File: config.mk
export PLATFORM = sky130hd
export DESIGN_NAME = dht_mod_unit
export DESIGN_NICKNAME = d
export VERILOG_FILES = /design/src/hdl/dht_pkg.sv /design/src/hdl/dht_mod_unit.sv
export SDC_FILE = /design/constraint.sdc
export NUM_CORES = 1
export LEC_CHECK = 0
export ABC_AREA = 1
export ABC_CLOCK_PERIOD_IN_PS = 2100
export BUFFER_PORTS_ARGS = -buffer_cell sky130_fd_sc_hd__buf_4
export CELL_PAD_IN_SITES_DETAIL_PLACEMENT = 0
export CELL_PAD_IN_SITES_GLOBAL_PLACEMENT = 2
export CORE_MARGIN = 5
export CORE_UTILIZATION = 32
export CTS_CLUSTER_SIZE = 14
export DETAILED_ROUTE_END_ITERATION = 12
export GPL_TIMING_DRIVEN = 0
export PLACE_DENSITY_LB_ADDON = 0.05
export SYNTH_ARGS = -nofsm -noshare
export SYNTH_HDL_FRONTEND = slang
export SYNTH_SLANG_ARGS = --single-unit
File: constraint.sdc
create_clock -name clk -period 2.1 [get_ports clk]
set_input_delay 0.21 -clock clk [delete_from_list [all_inputs] [get_ports clk]]
set_output_delay 0.21 -clock clk [all_outputs]
set_load 0.03 [all_outputs]
File: src/hdl/dht_pkg.sv
// Shared types and constants for the double-hashing table.
// Used by the channel interfaces, the remainder unit and the top level.
`default_nettype none

package dht_pkg;

  localparam int KEY_W    = 31;
  localparam int REC_W    = 16;
  localparam int SIZE_W   = 9;
  localparam int SLOT_W   = 8;
  localparam int STATUS_W = 2;

  localparam logic [SIZE_W-1:0] SIZE_RESET = 9'd256;
  localparam logic [SIZE_W-1:0] SIZE_MIN   = 9'd2;

  localparam logic KIND_INSERT = 1'b0;
  localparam logic KIND_SEARCH = 1'b1;

  localparam logic [STATUS_W-1:0] ST_INSERTED  = 2'd0;
  localparam logic [STATUS_W-1:0] ST_FOUND     = 2'd1;
  localparam logic [STATUS_W-1:0] ST_NOT_FOUND = 2'd2;
  localparam logic [STATUS_W-1:0] ST_FULL      = 2'd3;

  typedef struct packed {
    logic              used;
    logic [KEY_W-1:0]  key;
    logic [REC_W-1:0]  rec;
  } entry_t;

  typedef struct packed {
    logic              start;
    logic [KEY_W-1:0]  dividend;
    logic [SIZE_W-1:0] divisor;
  } mod_req_t;

  typedef struct packed {
    logic              busy;
    logic              done;
    logic [SIZE_W-1:0] rem;
  } mod_rsp_t;

endpackage

`default_nettype wire

File: src/hdl/dht_mod_unit.sv
// Bit-serial restoring remainder unit: key mod divisor, one key bit per cycle.
// Depends on dht_pkg for the request/response structs.
`default_nettype none

module dht_mod_unit (
  input  logic              clk,
  input  logic              rst_n,
  input  dht_pkg::mod_req_t req,
  output dht_pkg::mod_rsp_t rsp
);

  localparam int CNT_W = $clog2(dht_pkg::KEY_W);

  logic                          busy_r, busy_nxt;
  logic                          done_r, done_nxt;
  logic [CNT_W-1:0]              cnt_r;
  logic [dht_pkg::KEY_W-1:0]     dvd_r;
  logic [dht_pkg::SIZE_W-1:0]    dvs_r;
  logic [dht_pkg::SIZE_W-1:0]    rem_r;
  logic [dht_pkg::SIZE_W:0]      trial;
  logic [dht_pkg::SIZE_W-1:0]    rem_step;
  logic                          last_step;

  // Bring down the next dividend bit and subtract when it fits.
  always_comb begin
    trial = {rem_r, dvd_r[dht_pkg::KEY_W-1]};
    if (trial >= {1'b0, dvs_r}) begin
      rem_step = dht_pkg::SIZE_W'(trial - {1'b0, dvs_r});
    end else begin
      rem_step = trial[dht_pkg::SIZE_W-1:0];
    end
  end

  assign last_step = (cnt_r == CNT_W'(dht_pkg::KEY_W - 1));

  always_comb begin
    busy_nxt = busy_r;
    done_nxt = 1'b0;
    if (req.start) begin
      busy_nxt = 1'b1;
    end else if (busy_r && last_step) begin
      busy_nxt = 1'b0;
      done_nxt = 1'b1;
    end
  end

  always_ff @(posedge clk) begin
    if (!rst_n) begin
      busy_r <= 1'b0;
      done_r <= 1'b0;
    end else begin
      busy_r <= busy_nxt;
      done_r <= done_nxt;
    end
  end

  always_ff @(posedge clk) begin
    if (req.start) begin
      cnt_r <= '0;
      dvd_r <= req.dividend;
      dvs_r <= req.divisor;
      rem_r <= '0;
    end else if (busy_r) begin
      cnt_r <= cnt_r + CNT_W'(1);
      dvd_r <= {dvd_r[dht_pkg::KEY_W-2:0], 1'b0};
      rem_r <= rem_step;
    end
  end

  assign rsp.busy = busy_r;
  assign rsp.done = done_r;
  assign rsp.rem  = rem_r;

endmodule

`default_nettype wire

==> reports/qor.yml <==
setup_viol: 0
critPathCaptureType: "flop"
p_comb_share_pct: 15.4
path_max_fanout: 9
drv_cap: 0
p_per_area_mw_per_mm2: 641.8
fin_cells: 509
synth.distinct_cells: 25
skew_ns: 0.002432
ys_ff_latch: 56
track_usage_pct: 11.56
drtAntennaViolNets: 0
tightestPinTransition_ns: 1.200
drive_gt1_share_pct: 17.71
peakVddDrop_mv: 0.2762
outcome: "complete, no violations"
synthesis.nets: 394
crit_arrival_ns: 2.18
syn_area_sq_mm: 0.002829
clock_path_buffers: 2
seq_area_frac_synth_pct: 53.78
swShare_pct: 24.90
start_util_pct: 32.60
totalNegativeSetupSlack_ns: 0
fin_crit_sh_pct: 91.83
synth_area_leaders: "edfxtp_1, nand2_1, dfxtp_1"
diodes: 0
fmax_ghz: 0.5185
min_path_type: "in2reg"
register_area_sq_mm: 0.001521
first_global_vias: 2213
multi_input_area_sq_mm: 0.001096
p_total_mw: 2.216
synthCells: 339
grt_pass1_wl_mm: 10.34
cts_root_buffer: "clkbuf_8"
grt_start_max_net_pins: 33
drc: 0
dieWidth_microns: 104.0
net-switching-power_uw: 551.9
postSynthAreaPerCell_sq_um: 8.345
hold_viol_final: 0
period_minus_slack_ns: 1.928
dieArea_sq_mm: 0.01082
core_sq_mm: 0.008678
cp_data_required_time_ns: 2.35
clk_pin_slew_ns: 0.09
drt-initial-drc-count: 54
internal_power_mw: 1.664
wire_per_inst_microns: 11.92
nNetsFinal: 455
critPathLaunchType: "flop"
wl_mm: 6.066
critical_path_class: "reg2reg"
grt_overflow: 0
numCtsBuffers: 5
relSlewSlack_pct: 19.88
dp.cells: 500
antenna_found_initial: 0
nFillCells: 952
htreeDepth: 2
rsz0062_at_grt: "true"
std_cell_rows: 34
vias: 2197
pin_count: 54
syn2layout_area_growth_pct: 22.07
seqPwrFrac_pct: 59.4
synth_top_cell_by_area: "edfxtp_1"
dp_hpwl_mm: 4.599
insertion_delay_ns: 0.30
hold_ws_ns: 0.08277
yosysTopAreaCellShare_pct: 42.46
via_per_inst: 4.316
power_frac_clock_pct: 25.2
drv_slew: 0
drt_pass1_iterations: 4
p_leak_nw: 1.724
port_buffers: 53
tritoncts: "built"
postCtsHoldBufs: 0
clock_sinks: 56
chipHeight_microns: 104.0
fin_util_pct: 39.79
yosys_warnings: 0
place.gp.congestion: 0.7027
## sequential cells by signal, indices dropped and copies added (netlist names)
| register | count |
|---|---|
| dvs_r | 9 |
| cnt_r | 5 |
| done_r | 1 |
| busy_r | 1 |
| dvd_r | 31 |
| rem_r | 9 |
## area by class of cell
| type | instances | area share, % |
|---|---|---|
| multi-input cells | 229 | 31.74 |
| clock buffers | 7 | 2.210 |
| plain buffers | 10 | 1.558 |
| flip-flops and latches | 56 | 44.06 |
| inverters | 45 | 4.891 |
| well taps | 108 | 3.913 |
| clock inverters | 1 | 0.1087 |
| repair buffers | 53 | 11.52 |
## kinds of logic after synthesis
| group | share of synthesized area, % |
|---|---|
| AO/OA/AOI/OAI | 1.636 |
| XOR/XNOR | 1.548 |
| adder cells (fa/ha/maj) | 5.573 |
| buffers and inverters | 7.872 |
| AND/OR/NAND/NOR | 29.59 |
| flip-flops | 53.78 |
## cells in the final DEF (no fill, tap or decap), types with 4 or more instances in the layout
master / count
buf_4: 55
xnor2_1: 5
nand2_2: 4
edfxtp_1: 40
clkbuf_8: 5
nand2_1: 154
ha_1: 11
nor2_1: 8
dfxtp_1: 16
inv_1: 45
a21oi_1: 7
clkbuf_1: 7
nand3_1: 25
## layer usage
| layer | global-route usage [%] | vias up | routed length, microns | share of wire (%) |
|---|---|---|---|---|
| li1 | - | 1181 | - | - |
| met1 | 15.42 | 976 | 2889 | 48 |
| met2 | 18.99 | 33 | 2899 | 48 |
| met3 | 2.297 | 7 | 202 | 3.3 |
| met4 | 3.330 | 0 | 74 | 1.2 |
| met5 | 0 | - | 0 | 0 |
## synth_stat cells
cell type	count
a21oi_1	7
and2_1	1
buf_1	1
buf_2	1
buf_4	2
buf_6	1
clkbuf_1	5
dfxtp_1	16
edfxtp_1	40
fa_1	1
ha_1	11
inv_1	45
nand2_1	156
nand2_2	1
nand2_4	1
nand2_8	1
nand3_1	25
nand4_1	2
nor2_1	8
nor2_2	3
nor3_1	3
o21ai_0	1
o22ai_1	1
or2_0	1
xnor2_1	5
## power groups by stage
stage,Clock (mW),Combinational (mW),Sequential (mW)
floorplan,0,0.207,1.34
global placement,0,0.349,1.34
detailed placement,0,0.349,1.34
CTS,0.596,0.349,1.32
global route,0.635,0.397,1.32
finish,0.560,0.341,1.32
## worst paths after layout
kind / startpoint / to / slack, ns / depth (start not counted)
worst max-delay path: dvd_r[30] / rem_r[7] / 0.17 / 13
worst max register to register: dvd_r[30] / rem_r[7] / 0.17 / 13
worst min register to register: rem_r[2] / rem_r[2] / 0.50 / 2
worst min-delay path: req[6] / dvs_r[6] / 0.08 / 1
## through the flow
stage | setup slack (ns) | area [sq um]
finish | 0.1715 | 3453
floorplan | 0.3441 | 2829
CTS | 0.05866 | 3442
global route | -0.03075 | 3453
detailed placement | -0.1219 | 3362
global placement | -0.1174 | 3362
## critical path, cell delays in order (launching register included)
cell	delay (ns)
edfxtp_1	0.36
inv_1	0.08
ha_1	0.14
inv_1	0.08
fa_1	0.40
nand3_1	0.11
nand2_2	0.09
nand2_1	0.10
nand2_2	0.09
nand2_4	0.13
nand2_8	0.08
nand2_1	0.08
nand3_1	0.06
nand2_1	0.07
## what timing repair did
action,CTS,global route
hold endpoints to repair,0,0
endpoints found under the setup margin,0,10
resized for setup,0,2
setup buffers,0,0
Power figures use the tool's default switching activity.
